$ cat config.mk
export PLATFORM = sky130hd
export DESIGN_NAME = etcf_queue
export DESIGN_NICKNAME = d
export VERILOG_FILES = /design/src/rtl/escape_time_cubic_fractal_pixel_top_macros.svh /design/src/rtl/etcf_pkg.sv /design/src/rtl/etcf_queue.sv
export SDC_FILE = /design/constraint.sdc
export NUM_CORES = 1
export LEC_CHECK = 0
export ABC_AREA = 1
export CAP_MARGIN = 20
export CELL_PAD_IN_SITES_DETAIL_PLACEMENT = 0
export CELL_PAD_IN_SITES_GLOBAL_PLACEMENT = 1
export CORE_ASPECT_RATIO = 0.7
export CORE_MARGIN = 5
export CORE_UTILIZATION = 48
export CTS_BUF_LIST = sky130_fd_sc_hd__clkbuf_4 sky130_fd_sc_hd__clkbuf_8 sky130_fd_sc_hd__clkbuf_16
export DETAILED_ROUTE_END_ITERATION = 8
export DONT_BUFFER_PORTS = 1
export GPL_TIMING_DRIVEN = 1
export PLACE_DENSITY = 0.86
export SYNTH_ARGS = -nofsm -noshare
export SYNTH_HDL_FRONTEND = slang
export SYNTH_SLANG_ARGS = --single-unit
$ cat constraint.sdc
create_clock -name clk -period 4.75 [get_ports clk]
set_clock_uncertainty 0.1 [all_clocks]
set_input_delay 0.2375 -clock clk [delete_from_list [all_inputs] [get_ports clk]]
set_output_delay 0.2375 -clock clk [all_outputs]
set_load 0.02 [all_outputs]
$ cat src/rtl/escape_time_cubic_fractal_pixel_top_macros.svh
// Assertion helpers; expect clk and rst_n in scope.
`ifndef ESCAPE_TIME_CUBIC_FRACTAL_PIXEL_TOP_MACROS_SVH
`define ESCAPE_TIME_CUBIC_FRACTAL_PIXEL_TOP_MACROS_SVH

`define ETCF_ASSERT_IMP(label, ante, cons, msg) \
    label: assert property (@(posedge clk) disable iff (!rst_n) (ante) |-> (cons)) \
        else $error(msg);

`define ETCF_ASSERT_NEXT(label, ante, cons, msg) \
    label: assert property (@(posedge clk) disable iff (!rst_n) (ante) |=> (cons)) \
        else $error(msg);

`endif

$ cat src/rtl/etcf_pkg.sv
`default_nettype none
package etcf_pkg;

    localparam int FRAC_BITS = 26;
    localparam int DIM_WIDTH = 12;
    localparam int CFG_W     = 32;
    localparam int IDX_W     = 3;
    localparam int EDGE_W    = 32;
    localparam int CNT_W     = DIM_WIDTH + 1;
    localparam int ITER_W    = 16;
    localparam int QUO_W     = 32;
    localparam int PT_W      = 48;
    localparam int VAL_W     = 32;
    localparam int COLOR_W   = 8;

    localparam logic [IDX_W-1:0] REG_LEFT   = 3'd0;
    localparam logic [IDX_W-1:0] REG_RIGHT  = 3'd1;
    localparam logic [IDX_W-1:0] REG_BOTTOM = 3'd2;
    localparam logic [IDX_W-1:0] REG_TOP    = 3'd3;
    localparam logic [IDX_W-1:0] REG_WIDTH  = 3'd4;
    localparam logic [IDX_W-1:0] REG_HEIGHT = 3'd5;
    localparam logic [IDX_W-1:0] REG_LIMIT  = 3'd6;

    localparam logic [PT_W-1:0]  ESC_TWO  = PT_W'(2) << FRAC_BITS;
    localparam logic [VAL_W-1:0] ESC_FOUR = VAL_W'(4) << FRAC_BITS;
    localparam logic [COLOR_W-1:0] COLOR_ON  = 8'd255;
    localparam logic [COLOR_W-1:0] COLOR_OFF = 8'd0;

    typedef struct packed {
        logic signed [EDGE_W-1:0] left_edge;
        logic signed [EDGE_W-1:0] right_edge;
        logic signed [EDGE_W-1:0] bottom_edge;
        logic signed [EDGE_W-1:0] top_edge;
        logic [CNT_W-1:0]         image_width;
        logic [CNT_W-1:0]         image_height;
        logic [ITER_W-1:0]        iteration_limit;
    } cfg_t;

    typedef struct packed {
        logic signed [PT_W-1:0] x;
        logic signed [PT_W-1:0] y;
    } point_t;

    // product shifted down by FRAC_BITS, magnitude truncated toward zero
    function automatic logic signed [VAL_W-1:0] fx_mul(input logic signed [VAL_W-1:0] a,
                                                      input logic signed [VAL_W-1:0] b);
        logic [VAL_W-1:0]   ma;
        logic [VAL_W-1:0]   mb;
        logic [2*VAL_W-1:0] p;
        logic [VAL_W-1:0]   r;
        ma = a[VAL_W-1] ? VAL_W'(-a) : VAL_W'(a);
        mb = b[VAL_W-1] ? VAL_W'(-b) : VAL_W'(b);
        p  = (2*VAL_W)'(ma) * (2*VAL_W)'(mb);
        r  = p[FRAC_BITS +: VAL_W];
        return (a[VAL_W-1] ^ b[VAL_W-1]) ? -$signed(r) : $signed(r);
    endfunction

endpackage
`default_nettype wire

$ cat src/rtl/etcf_queue.sv
`default_nettype none
module etcf_queue (
    input  wire logic             clk,
    input  wire logic             rst_n,
    input  wire logic             push,
    input  wire etcf_pkg::point_t push_data,
    input  wire logic             pop,
    output logic                  full,
    output logic                  empty,
    output etcf_pkg::point_t      pop_data
);
    import etcf_pkg::*;

    localparam int DEPTH = 2;
    localparam int PTR_W = $clog2(DEPTH);

    point_t             mem_reg [DEPTH];
    logic [PTR_W-1:0]   wr_reg, rd_reg;
    logic [PTR_W:0]     count_reg;

    assign full = (count_reg == (PTR_W+1)'(DEPTH));
    assign empty = (count_reg == '0);
    assign pop_data = mem_reg[rd_reg];

    always_ff @(posedge clk or negedge rst_n)
    begin
        if (!rst_n)
        begin
            wr_reg    <= '0;
            rd_reg    <= '0;
            count_reg <= '0;
        end
        else
        begin
            if (push) wr_reg <= wr_reg + PTR_W'(1);
            if (pop) rd_reg <= rd_reg + PTR_W'(1);
            if (push && !pop) count_reg <= count_reg + (PTR_W+1)'(1);
            else if (pop && !push) count_reg <= count_reg - (PTR_W+1)'(1);
        end
    end

    always_ff @(posedge clk)
    begin
        if (push) mem_reg[wr_reg] <= push_data;
    end
endmodule
`default_nettype wire

# After elaboration in Yosys (flattened, before gate mapping)
# Memories as Yosys holds them, arrays and structs flattened.
# Index checks and enable logic that the tools add are counted.
[word_totals] mem_count=1 output_inout_bits=98 word_cells=19 input_bits=100 ram_bits=192 reg_bits=4
[mem_list] name="mem_reg" words=2 width=96 rd=1 rd_ports_with_merged_regs=0 write_ports=1 line_no="etcf_queue.sv:17" text="point_t mem_reg [DEPTH];"
[op_classes] n_reduce_logical=6 n_eq_ne=1 addsub=4 n_mux=4
[op_table] operator="2-bit 2-to-1 mux" n=2
[op_table] operator="1-bit adder, second input constant" n=2
[op_table] operator="2-bit by 1-bit adder with 2-bit output, second input constant" n=1
[op_table] operator="2-bit == test, second input constant" n=1
[op_table] operator="1-bit logical AND" n=2
[op_table] operator="1-bit zero test" n=2
[op_table] operator="2-bit zero test" n=1
[op_table] operator="1-bit 2-to-1 mux" n=2
[op_table] operator="2-bit nonzero test" n=1
[op_table] operator="2-bit by 1-bit subtractor with 2-bit output, second input constant" n=1

# Logic depth before layout (Yosys ltp)
[logic_depth] ltp_word=4 mapped_depth=7 mapped_depth_nobuf=7

# Worst setup path before layout
# OpenSTA, ideal clock, no wires.
[synth_path] path_kind="flip-flop to flip-flop" start="register wr_reg" end="memory mem_reg[0][0] (netlist bit), enable pin" path_slack_ns=-0.313 arrival_time_ns=4.409 stages_incl_launch_ff=2 required_ns=4.096 n_path_buf=0 cell_sequence="dfrtp_1 -> nor2_1"
[synth_lines] item="start, declared" line_no="etcf_queue.sv:18" text="logic [PTR_W-1:0] wr_reg, rd_reg;"
[synth_lines] item="start signal, assigned" line_no="etcf_queue.sv:35" text="if (push) wr_reg <= wr_reg + PTR_W'(1);"
[synth_lines] item="end, declared" line_no="etcf_queue.sv:17"
# No word-level cell before the write port.

==> impl_metrics.ini <==
[floorplan]
die_height_um = 112.8
coreArea_mm2 = 0.01477
row_count = 37
fp.dieArea_mm2 = 0.01771
ios = 198
start_util_pct = 49.11
die_w_um = 156.9

[final_layout]
largest_reg_flops = 192
areaGrowthSynthToFinish_pct = 25.85
layout-drive-gt1-share_pct = 30.22
final_area_mm2 = 0.009126
nets = 538

[yosys]
synth_ff_type = edfxtp_1
async_reset_ff_share_pct = 2.041
synthTopCellsByCount = 192 x edfxtp_1, 66 x mux2_2, 30 x mux2_4, 7 x inv_1, 6 x buf_2
netlist_instances = 324
synth_fp_nets = 425
ys_ff_latch = 196
synth_edf_count = 192
syn-cell-area_mm2 = 0.007252
yosysTopAreaCellShare_pct = 79.50
synth_most_common_cell = edfxtp_1
ys_seq_area_share_pct = 80.88
synthTopCellsByArea = edfxtp_1 80%, mux2_2 10%, mux2_4 6.2%
synth_warnings = 0
postSynthAreaPerCell_um2 = 22.38
synth_cell_types = 14
synth_top_area_cell = edfxtp_1

[worst_setup_path]
crit_chain = buf_16 -> buf_4 -> mux2_2
critPathTopFamily = buffers and inverters
cp-start-kind = flop
cp.buffers_inverters = 2
crit_fanout = 50
max_stage_delay_ns = 0.66
r2r-start = wr_reg
crit_type = flop to primary output
crit_path_top_delay_cell = dfrtp_4
cp.arrival_ns = 2.32
crit_path_end_kind = primary output
startpoint = rd_reg
crit_required_ns = 4.41

[timing]
fin_ws_ns = 2.095
finalSetupViolCount = 0
max_slew_margin_pct = 47.32
tightest_slew_ns = 0.7902
period_needed_ns = 2.655
tns_ns = 0
rsz0062_at_grt = false
maxSlewViolCount = 0
fin_crit_sh_pct = 55.89
fmax_ghz = 0.3766
finalHoldViolCount = 0

[run_status]
outcome = finished clean

[clocking]
numCtsBuffers = 17
cts.sinks = 196
clk_pin_slew_worst_paths_ns = 0.07
ctsResizeCount = 0
clk_latency_ns = 0.41
htree_num_levels = 4
cts_buffer_depth = 2
cts-root-buf = clkbuf_16
cts_tree = built

[route]
via_per_inst = 5.088
drc = 0
drt-initial-drc-count = 205
dr_total_vias = 3287
wl_per_cell_um = 20.86
wl_mm = 13.48
firstDrtPassIters = 6
drtAntennaViolNets = 0

[global_routing]
grt_pass1_vias = 3660
antenna_found_initial = 1
grt_max_degree = 75
grt_overflow_total = 0
grt_usage_pct = 15.42
grt_pass1_wl_mm = 20.47

[placed_design]
dpl_worst_slack_ns = 2.276
postPlaceCellArea_mm2 = 0.007453
hpwl_mm = 8.345
gp_congestion = 0.7419
portBuffers = 0

[worst_hold_path]
hp-start = push
hold_path.class = input pin to flop

[power]
power_density_mw_per_mm2 = 604.6
p_leak_nw = 3.198
total_power_mw = 5.518
ir_drop_mv = 0.3862

[run]
drv_cap = 0
final timing paths:
kind,end,slack [ns],cells after the start
worst min-delay path,mem_reg[1][73],0.35,2
max in group asynchronous,rd_reg,3.82,2
worst min register to register,count_reg[1],0.45,2
worst max register to register,mem_reg[1][36],2.59,3
min in group asynchronous,rd_reg,0.53,2
worst max-delay path,pop_data[14],2.10,3
cell families after synthesis:
logic type                 count (synthesis)  share of synthesized area, %
buffers and inverters                     18                         1.553
adders and majority gates                  1                        0.1725
muxes                                     96                         16.46
and+or+nand+nor                           10                        0.5694
DFF                                      196                         80.88
xor gates and xnor gates                   3                        0.3624
repair_timing:
action / in CTS / in global routing
buffers inserted: 0 / 0
hold endpoints to repair: 199 / 0
hold buffers: 100 / 0
power breakdown:
part           total, mW  internal, mW  switching [mW]
Combinational       1.56         0.570           0.985
Clock               1.53         0.899           0.633
Sequential          2.43          2.30           0.133
layout make-up:
cell class	count	area, um2
Clock buffer	17	425.4
Timing Repair Buffer	105	1059
Tap cell	195	244.0
Multi-Input combinational cell	110	1281
Fill cell	1018	5642
Sequential cell	196	5869
Clock inverter	15	216.5
Inverter	7	28.78
Antenna cell	1	2.502
through the flow:
stage               hold WS, ns  cells  util (%)
floorplan               -0.1581    324         -
global placement        -0.1578    512     50.47
detailed placement      -0.1578    512     50.47
CTS                      0.3394    644     61.59
global route             0.3524    646     61.80
finish                   0.3457    646     61.80
layout by cell type, fill, tap and decap left out, types with 3 or more instances in the layout:
cell type	instances
mux2_4	30
inv_1	6
inv_8	3
nand2_1	5
clkinv_4	3
mux2_2	66
buf_4	4
inv_6	3
edfxtp_1	192
clkbuf_16	17
dfrtp_1	3
bufinv_16	4
dlygate4sd3_1	100
layer usage:
| metal | vias to the layer above | global-route usage (%) | part of all wire, % |
|---|---|---|---|
| met1 | 1625 | 18.41 | 39 |
| met2 | 144 | 24.71 | 49 |
| met5 | - | 0 | 0 |
| met4 | 0 | 5.260 | 0.97 |
| li1 | 1507 | - | - |
| met3 | 11 | 7.378 | 11 |
(Power assumes the default switching activity.)
