===== config.mk =====
export PLATFORM = sky130hd
export DESIGN_NAME = etcf_front_flat
export DESIGN_NICKNAME = d
export VERILOG_FILES = /design/src/rtl/escape_time_cubic_fractal_pixel_top_macros.svh /design/src/rtl/etcf_pkg.sv /design/src/rtl/etcf_ifs.sv /design/src/rtl/etcf_front.sv /design/src/flat_wrapper.sv
export SDC_FILE = /design/constraint.sdc
export NUM_CORES = 2
export LEC_CHECK = 0
export BUFFER_PORTS_ARGS = -buffer_cell sky130_fd_sc_hd__buf_2
export CORE_MARGIN = 4
export CORE_UTILIZATION = 25
export DETAILED_ROUTE_END_ITERATION = 16
export GPL_TIMING_DRIVEN = 0
export SLEW_MARGIN = 20
export SYNTH_ARGS = -nofsm -noshare
export SYNTH_HDL_FRONTEND = slang
export SYNTH_SLANG_ARGS = --single-unit

===== constraint.sdc =====
create_clock -name clk -period 11.9 [get_ports clk]
set_input_delay 1.785 -clock clk [delete_from_list [all_inputs] [get_ports clk]]
set_output_delay 1.785 -clock clk [all_outputs]
set_load 0.02 [all_outputs]

===== src/rtl/escape_time_cubic_fractal_pixel_top_macros.svh =====
// Assertion helpers; expect clk and rst_n in scope.
`ifndef ESCAPE_TIME_CUBIC_FRACTAL_PIXEL_TOP_MACROS_SVH
`define ESCAPE_TIME_CUBIC_FRACTAL_PIXEL_TOP_MACROS_SVH

`define ETCF_ASSERT_IMP(label, ante, cons, msg) \
    label: assert property (@(posedge clk) disable iff (!rst_n) (ante) |-> (cons)) \
        else $error(msg);

`define ETCF_ASSERT_NEXT(label, ante, cons, msg) \
    label: assert property (@(posedge clk) disable iff (!rst_n) (ante) |=> (cons)) \
        else $error(msg);

`endif


===== src/rtl/etcf_pkg.sv =====
`default_nettype none
package etcf_pkg;

    localparam int FRAC_BITS = 26;
    localparam int DIM_WIDTH = 12;
    localparam int CFG_W     = 32;
    localparam int IDX_W     = 3;
    localparam int EDGE_W    = 32;
    localparam int CNT_W     = DIM_WIDTH + 1;
    localparam int ITER_W    = 16;
    localparam int QUO_W     = 32;
    localparam int PT_W      = 48;
    localparam int VAL_W     = 32;
    localparam int COLOR_W   = 8;

    localparam logic [IDX_W-1:0] REG_LEFT   = 3'd0;
    localparam logic [IDX_W-1:0] REG_RIGHT  = 3'd1;
    localparam logic [IDX_W-1:0] REG_BOTTOM = 3'd2;
    localparam logic [IDX_W-1:0] REG_TOP    = 3'd3;
    localparam logic [IDX_W-1:0] REG_WIDTH  = 3'd4;
    localparam logic [IDX_W-1:0] REG_HEIGHT = 3'd5;
    localparam logic [IDX_W-1:0] REG_LIMIT  = 3'd6;

    localparam logic [PT_W-1:0]  ESC_TWO  = PT_W'(2) << FRAC_BITS;
    localparam logic [VAL_W-1:0] ESC_FOUR = VAL_W'(4) << FRAC_BITS;
    localparam logic [COLOR_W-1:0] COLOR_ON  = 8'd255;
    localparam logic [COLOR_W-1:0] COLOR_OFF = 8'd0;

    typedef struct packed {
        logic signed [EDGE_W-1:0] left_edge;
        logic signed [EDGE_W-1:0] right_edge;
        logic signed [EDGE_W-1:0] bottom_edge;
        logic signed [EDGE_W-1:0] top_edge;
        logic [CNT_W-1:0]         image_width;
        logic [CNT_W-1:0]         image_height;
        logic [ITER_W-1:0]        iteration_limit;
    } cfg_t;

    typedef struct packed {
        logic signed [PT_W-1:0] x;
        logic signed [PT_W-1:0] y;
    } point_t;

    // product shifted down by FRAC_BITS, magnitude truncated toward zero
    function automatic logic signed [VAL_W-1:0] fx_mul(input logic signed [VAL_W-1:0] a,
                                                      input logic signed [VAL_W-1:0] b);
        logic [VAL_W-1:0]   ma;
        logic [VAL_W-1:0]   mb;
        logic [2*VAL_W-1:0] p;
        logic [VAL_W-1:0]   r;
        ma = a[VAL_W-1] ? VAL_W'(-a) : VAL_W'(a);
        mb = b[VAL_W-1] ? VAL_W'(-b) : VAL_W'(b);
        p  = (2*VAL_W)'(ma) * (2*VAL_W)'(mb);
        r  = p[FRAC_BITS +: VAL_W];
        return (a[VAL_W-1] ^ b[VAL_W-1]) ? -$signed(r) : $signed(r);
    endfunction

endpackage
`default_nettype wire


===== src/rtl/etcf_ifs.sv =====
`default_nettype none
interface etcf_pix_if;
    logic                           valid;
    logic                           ready;
    logic [etcf_pkg::DIM_WIDTH-1:0] column;
    logic [etcf_pkg::DIM_WIDTH-1:0] row;
    modport source (output valid, output column, output row, input ready);
    modport sink (input valid, input column, input row, output ready);
endinterface

`default_nettype wire


===== src/rtl/etcf_front.sv =====
`default_nettype none
module etcf_front (
    input  wire logic           clk,
    input  wire logic           rst_n,
    etcf_pix_if.sink            pix,
    input  wire etcf_pkg::cfg_t cfg,
    input  wire logic           full,
    output logic                push,
    output etcf_pkg::point_t    push_data
);
    import etcf_pkg::*;

    localparam logic [2:0] F_IDLE = 3'd0;
    localparam logic [2:0] F_DIV  = 3'd1;
    localparam logic [2:0] F_MUL  = 3'd2;
    localparam logic [2:0] F_ADD  = 3'd3;
    localparam logic [2:0] F_PUSH = 3'd4;
    localparam int DCNT_W = $clog2(QUO_W);

    logic [2:0]              state_reg, state_next;
    logic [DCNT_W-1:0]       cnt_reg;
    logic [DIM_WIDTH-1:0]    col_reg, row_reg;
    logic [QUO_W-1:0]        qx_reg, qy_reg;
    logic [CNT_W-1:0]        rx_reg, ry_reg;
    logic [CNT_W-1:0]        dx_div_reg, dy_div_reg;
    logic                    negx_reg, negy_reg;
    logic signed [PT_W-1:0]  px_reg, py_reg;
    point_t                  pt_reg;

    logic signed [EDGE_W:0]  diff_x, diff_y;
    logic [CNT_W:0]          shx, shy;
    logic                    bx, by;
    logic [PT_W-1:0]         mx, my;
    logic                    accept;

    assign accept = pix.valid && pix.ready;
    assign pix.ready = (state_reg == F_IDLE);
    assign push = (state_reg == F_PUSH) && !full;
    assign push_data = pt_reg;

    assign diff_x = (EDGE_W+1)'(cfg.right_edge) - (EDGE_W+1)'(cfg.left_edge);
    assign diff_y = (EDGE_W+1)'(cfg.top_edge) - (EDGE_W+1)'(cfg.bottom_edge);

    assign shx = {rx_reg, qx_reg[QUO_W-1]};
    assign shy = {ry_reg, qy_reg[QUO_W-1]};
    assign bx  = shx >= {1'b0, dx_div_reg};
    assign by  = shy >= {1'b0, dy_div_reg};

    assign mx = PT_W'(col_reg) * PT_W'(qx_reg);
    assign my = PT_W'(row_reg) * PT_W'(qy_reg);

    always_comb
    begin
        state_next = state_reg;
        unique case (state_reg)
            F_IDLE: if (accept) state_next = F_DIV;
            F_DIV:  if (cnt_reg == DCNT_W'(QUO_W - 1)) state_next = F_MUL;
            F_MUL:  state_next = F_ADD;
            F_ADD:  state_next = F_PUSH;
            F_PUSH: if (!full) state_next = F_IDLE;
            default: state_next = F_IDLE;
        endcase
    end

    always_ff @(posedge clk or negedge rst_n)
    begin
        if (!rst_n)
        begin
            state_reg <= F_IDLE;
        end
        else
        begin
            state_reg <= state_next;
        end
    end

    always_ff @(posedge clk)
    begin
        if (accept)
        begin
            col_reg    <= pix.column;
            row_reg    <= pix.row;
            negx_reg   <= diff_x[EDGE_W];
            negy_reg   <= diff_y[EDGE_W];
            qx_reg     <= QUO_W'(diff_x[EDGE_W] ? -diff_x : diff_x);
            qy_reg     <= QUO_W'(diff_y[EDGE_W] ? -diff_y : diff_y);
            rx_reg     <= '0;
            ry_reg     <= '0;
            dx_div_reg <= (cfg.image_width == '0) ? CNT_W'(1) : cfg.image_width;
            dy_div_reg <= (cfg.image_height == '0) ? CNT_W'(1) : cfg.image_height;
            cnt_reg    <= '0;
        end
        else if (state_reg == F_DIV)
        begin
            rx_reg  <= bx ? CNT_W'(shx - {1'b0, dx_div_reg}) : CNT_W'(shx);
            ry_reg  <= by ? CNT_W'(shy - {1'b0, dy_div_reg}) : CNT_W'(shy);
            qx_reg  <= {qx_reg[QUO_W-2:0], bx};
            qy_reg  <= {qy_reg[QUO_W-2:0], by};
            cnt_reg <= cnt_reg + DCNT_W'(1);
        end
        if (state_reg == F_MUL)
        begin
            px_reg <= negx_reg ? -$signed(mx) : $signed(mx);
            py_reg <= negy_reg ? -$signed(my) : $signed(my);
        end
        if (state_reg == F_ADD)
        begin
            pt_reg.x <= PT_W'(cfg.left_edge) + px_reg;
            pt_reg.y <= PT_W'(cfg.top_edge) - py_reg;
        end
    end
endmodule
`default_nettype wire


===== src/flat_wrapper.sv =====
// flat-port wrapper written by rule: the top's interface ports become plain ports
module etcf_front_flat import etcf_pkg::*;
  (clk, rst_n, cfg, full, push, push_data, pix_valid, pix_column, pix_row, pix_ready);
  etcf_pix_if pix_i ();
  input  wire logic clk;
  input  wire logic rst_n;
  input  wire etcf_pkg::cfg_t cfg;
  input  wire logic full;
  output logic push;
  output etcf_pkg::point_t push_data;
  input wire logic [$bits(pix_i.valid)-1:0] pix_valid;
  input wire logic [$bits(pix_i.column)-1:0] pix_column;
  input wire logic [$bits(pix_i.row)-1:0] pix_row;
  output wire logic [$bits(pix_i.ready)-1:0] pix_ready;
  assign pix_i.valid = pix_valid;
  assign pix_i.column = pix_column;
  assign pix_i.row = pix_row;
  assign pix_ready = pix_i.ready;
  etcf_front u_core (.clk(clk), .rst_n(rst_n), .pix(pix_i), .cfg(cfg), .full(full), .push(push), .push_data(push_data));
endmodule

Yosys cells after proc, flatten, opt, wreduce, memory -nomap -nowiden
Cells that the tools add are included.
Word-level totals
  flip-flop bits (word level): 342
  latch bits: 0
  bits in writable memories: 0
  memory bits (read-only): 0
  bits of input ports: 198
  output and inout bits: 98
  logic and storage cells: 63
  memories kept: 0
Cells by class
  add/sub/neg operators: 11
  multipliers: 2
  div/mod/pow operators: 0
  order comparisons: 2
  eq/ne operators: 8
  shift-type cells: 0
  multiplexer cells: 14
  bitwise gates (word level): 0
  reductions and logical operators: 8
Operators with widths (count)
  $mux W32: 6
  $neg A44 Y48: 2
  $mul A12 B32 Y44: 2
  $mux W44: 2
  $sub A32 B32 Y33: 2
  $neg A32 Y32: 2
  $add A32 B48 Y48: 1
  $sub A32 B48 Y48: 1
  $ge A14 B13 Y1: 2
  $logic_not A13 Y1: 2
  $mux W13: 2
  $sub A13 B13 Y13: 2
  $pmux W3 S5: 1
  $mux W3: 3
  $eq A3 B2 Y1 const B: 2
  $add A5 B1 Y5 const B: 1
  $eq A5 B5 Y1 const B: 1
  $ne A2 B2 Y1 const B: 2
  $eq A3 B1 Y1 const B: 1
  $eq A3 B3 Y1 const B: 1
  $logic_not A3 Y1: 1
  $reduce_and A3 Y1: 1
  $logic_and A1 B1 Y1: 2
  $ne A2 B1 Y1 const B: 1
  other kinds (2): 2

Depth between registers and ports, before layout
  depth after elaboration: 4
  gate-level depth with buffers: 26

Worst setup path before layout
OpenSTA, ideal clock, no wires.
  path kind: reg-to-reg
  start: reg u_core.state_reg[0]
  end: reg u_core.px_reg[0] (enable)
  setup time: 0.688 ns
  arrival: 7.553 ns
  setup slack: 3.659 ns
  stages on the path, launching flop included: 3
  path through: dfrtp_1 -> clkbuf_1 -> nor3b_1
Between the ends
  longest elaborated chain between the ends: 1
RTL lines
  start, declared: line etcf_front.sv:20  | logic [2:0] state_reg, state_next;
  start signal, assigned: line etcf_front.sv:73  | state_reg <= state_next;
  $eq A3 B2 Y1: line etcf_front.sv:101  | if (state_reg == F_MUL)
  end signal, assigned: line etcf_front.sv:103  | px_reg <= negx_reg ? -$signed(mx) : $signed(mx);
  end, declared: line etcf_front.sv:27  | logic signed [PT_W-1:0] px_reg, py_reg;
Every way passes these cells.
A chain may end at the register's enable or synchronous reset.

Worst setup path after layout
  start: reg u_core.row_reg[3]
  end: reg u_core.py_reg[43], data pin
Between the ends
  longest elaborated chain between the ends: 3
RTL lines
  start, declared: line etcf_front.sv:22  | logic [DIM_WIDTH-1:0] col_reg, row_reg;
  start signal, assigned: line etcf_front.sv:82  | row_reg <= pix.row;
  $mul A12 B32 Y44 (*): line etcf_front.sv:50  | assign my = PT_W'(row_reg) * PT_W'(qy_reg);
  $neg A44 Y48: line etcf_front.sv:104  | py_reg <= negy_reg ? -$signed(my) : $signed(my);
  $mux W44 (*): line etcf_front.sv:104
  end signal, assigned: line etcf_front.sv:104
  end, declared: line etcf_front.sv:27
Mark *: on every way between the ends. The rest lies on a longest branch, timed or not.

==> metrics.md <==
| Metric | Value |
|---|---|
| Outcome | completed |
| Synth area leaders | fa_1 24%, edfxtp_1 19%, ha_1 8.9% |
| Syn nets | about 6,800 |
| Fmax | approximately 120 MHz |
| Largest net degree at the start of global routing | 55 |
| Remaining DRCs | 0 |
| DR vias | ~42,000 |
| Buf/Inv on CP | 5 |
| Crit share post-route | between 70 and 80% |
| CTS tree | yes |
| CTS Root Buffer Type | clkbuf_16 |
| Cts bufs inserted | 45 |
| Core Region | a little under 200,000 sq um |
| Finish-stage setup viols | 0 |
| Min Tclk post-route | about 8.6 ns |
| Share of layout cells above drive strength 1 | slightly above 8% |
| Crit path DAT | around 9.0 ns |
| Ys async rst share | 0.877% |
| Layout area overhead | 13.2% |
| Vias in the first global route | 41,900 |
| DR iter-0 viols | 3,410 |
| # IOs | ~300 |
| Critical Path Start | u_core.row_reg[3]$_DFFE_PP_ |
| Max Cap Viol | 0 |
| Req. time, crit path | roughly 12 ns |
| Grt total ovfl | 0 |
| Area of the multi-input gates | ~35,000 sq um |
| CP top delay family | adder cells |
| Post-synthesis sequential area ratio | 19.9% |
| Post-synth top cells | 890 x inv_1, 831 x nand2_1, 606 x fa_1 |
| Rows | 163 |
| CP max stage delay | 0.90 ns |
| Critical path startpoint category | register |
| # Post-CTS Setup Buffers | 0 |
| Total Wirelength | around 170 mm |
| Setup Slack @ Placement | 3.41 ns |
| Clk buf depth | 3 |
| Post-DP HPWL | between 100 and 150 mm |
| Cells along the critical path | clkbuf_1 > nand2_1 > fa_1 > fa_1 > inv_1 > fa_1 > fa_1 > inv_1 > fa_1 > inv_1 > ha_1 > clkbuf_1 > a21oi_1 > o21ai_2 > a221o_1 > o21ai_1 > a21oi_1 > a2111oi_1 > nand3b_1 > and3b_1 > nand3b_1 > o41ai_1 > xor2_1 |
| # clock sinks | approximately 340 |
| Yosys top cell area share | 24.3% |
| Top-count cell post-synth | inv_1 |
| Crit path max fanout | 10 |
| Post-Syn Instances | about 5,600 |
| Total global routing track utilization | between 15 and 20% |
| Worst reg-to-reg path cell count | 23 |
| Post-synth EDFFs | 308 |
| Netlist cell types | between 100 and 150 |
| Register Area | roughly 10000 sq um |
| Max reg flops | 96 |
| Final worst slack | 3.28 ns |
| Most used cell, CP | fa_1 |
| Max Clock Skew | just under 0.02 ns |
| Critical R2R Capture | u_core.py_reg[43]$_DFFE_PN_ |
| Hold EP | u_core.cnt_reg[4]$_SDFFE_PP0P_ |
| Area after DPL | 54,800 sq um |
| # fillers | 21,100 |
| Yosys reg bits | 342 |
| H-tree depth | 2 |
| Final instance area | around 56,000 sq um |
| Die ar. | between 200,000 and 250,000 sq um |
| RSZ-0062 raised after global routing | no |
| Worst-Margin Slew | about 1.1 ns |
| Clk_lat worst skew | about 0.66 ns |
| Hold_buf cts | 0 |
| Ys flop type | edfxtp_1 |
| DR WL/cell | between 15 and 20 um |
| Starting density of the core | 25.2% |
| DRT Pass-1 Iters | 6 |
| RePlAce Congestion | 0.943 |
| Final hold violation count | 0 |
| Hold depth | 2 |
| Antenna-violating nets left | 0 |
| Die Wd | between 400 and 500 um |
| Slowest CP cell | a2111oi_1 |
| Port Buffer Count | between 200 and 300 |
| Initial antenna violation count | 28 |
| Nets | 7,145 |
| Vias per cell | approximately 4.8 |
| Relative slew slack | a little under a quarter |
| Mapped Avg Cell Area | 8.84 sq um |
| Critical path type | register to register |
| Worst min-delay path startpoint | u_core.cnt_reg[4]$_SDFFE_PP0P_ |
| Die height | 455 um |
| CTS resizes | 0 |
| CP Capture Type | register |
| Reg2reg start | u_core.row_reg[3]$_DFFE_PP_ |
| Worst-path clk slew | approximately 0.060 ns |
| Area of the mapped netlist | roughly 50,000 sq um |
| Global-route wire length before repair | roughly 250 mm |
| HP Class | register to register |
| Worst reg-to-reg setup slack | around 3.3 ns |
| Warnings from Yosys | 0 |
| Slew Limit Fails | 0 |
| Cell taking the most area after synthesis | fa_1 |
## area by class of cell
type | instances | area share [%]
multi-input cells | 4123 | 62.8
flip-flops and latches | 342 | 17.6
inverters | 891 | 5.93
well taps | 2640 | 5.85
repair buffers | 298 | 2.88
clock buffers | 53 | 2.16
plain buffers | 286 | 2.06
clock inverters | 27 | 0.583
diodes | 27 | 0.120
## how the worst max path moves through the flow
| stage | to | cells after the start |
|---|---|---|
| after floorplan | u_core.px_reg[0]$_DFFE_PN_ | 2 |
| after global placement | u_core.px_reg[44]$_SDFFCE_PN0N_ | 2 |
| after detailed placement | u_core.px_reg[43]$_DFFE_PN_ | 22 |
| after CTS | u_core.px_reg[43]$_DFFE_PN_ | 22 |
| after global routing | u_core.px_reg[45]$_SDFFCE_PN0N_ | 23 |
| final | u_core.py_reg[43]$_DFFE_PN_ | 23 |
## cells by family (layout without fill, tap and decap cells)
group	count (synthesis)	in the layout	share of synthesized area [%]
adders and majority gates	960	960	33.2
xor gates and xnor gates	348	348	6.11
AOI/OAI and AO/OA	1061	1061	14.1
other	0	27	0
and+or+nand+nor	1711	1711	16.7
buffers and inverters	1177	1555	9.04
DFF	342	342	19.9
muxes	43	43	0.876
## metrics by stage
stage                     setup TNS (ns)  instances  hold WS [ns]  util [%]
after floorplan                        0       5642         0.426         -
after global placement           -104.94       8561         0.439      27.6
after detailed placement               0       8580         0.452      27.7
after CTS                              0       8660         0.465      28.5
after global routing                   0       8685         0.507      28.5
final                                  0       8687         0.463      28.5
## placed cells by master (no fill, tap or decap), types with 48 or more instances in the layout
cell type	instances
inv_1	889
xnor2_1	240
clkbuf_1	272
ha_1	354
edfxtp_1	308
nand3_1	74
buf_2	287
a21oi_1	264
and2_1	237
nor3_1	64
xor2_1	108
o21ai_0	229
clkbuf_16	48
a21o_1	156
nor2_1	174
nand2_1	831
fa_1	606
## routing by layer
| metal | up-vias | part of all wire, % | global-route usage, % | routed length, um |
|---|---|---|---|---|
| li1 | 19300 | - | - | - |
| met1 | 20700 | 41 | 20.4 | 69100 |
| met2 | 1379 | 46 | 25.9 | 76700 |
| met3 | 267 | 7.0 | 2.62 | 11700 |
| met4 | 6 | 5.6 | 8.13 | 9270 |
| met5 | - | 0.024 | 0 | 40 |
## worst min-delay path, cell delays in order, from the launching register on
cell and delay (ns):
dfxtp_1 0.31, nand2_1 0.05, a21oi_1 0.05
Power is not shown: default switching activity piles up to over one toggle a cycle in this logic, so the estimate is an artifact.
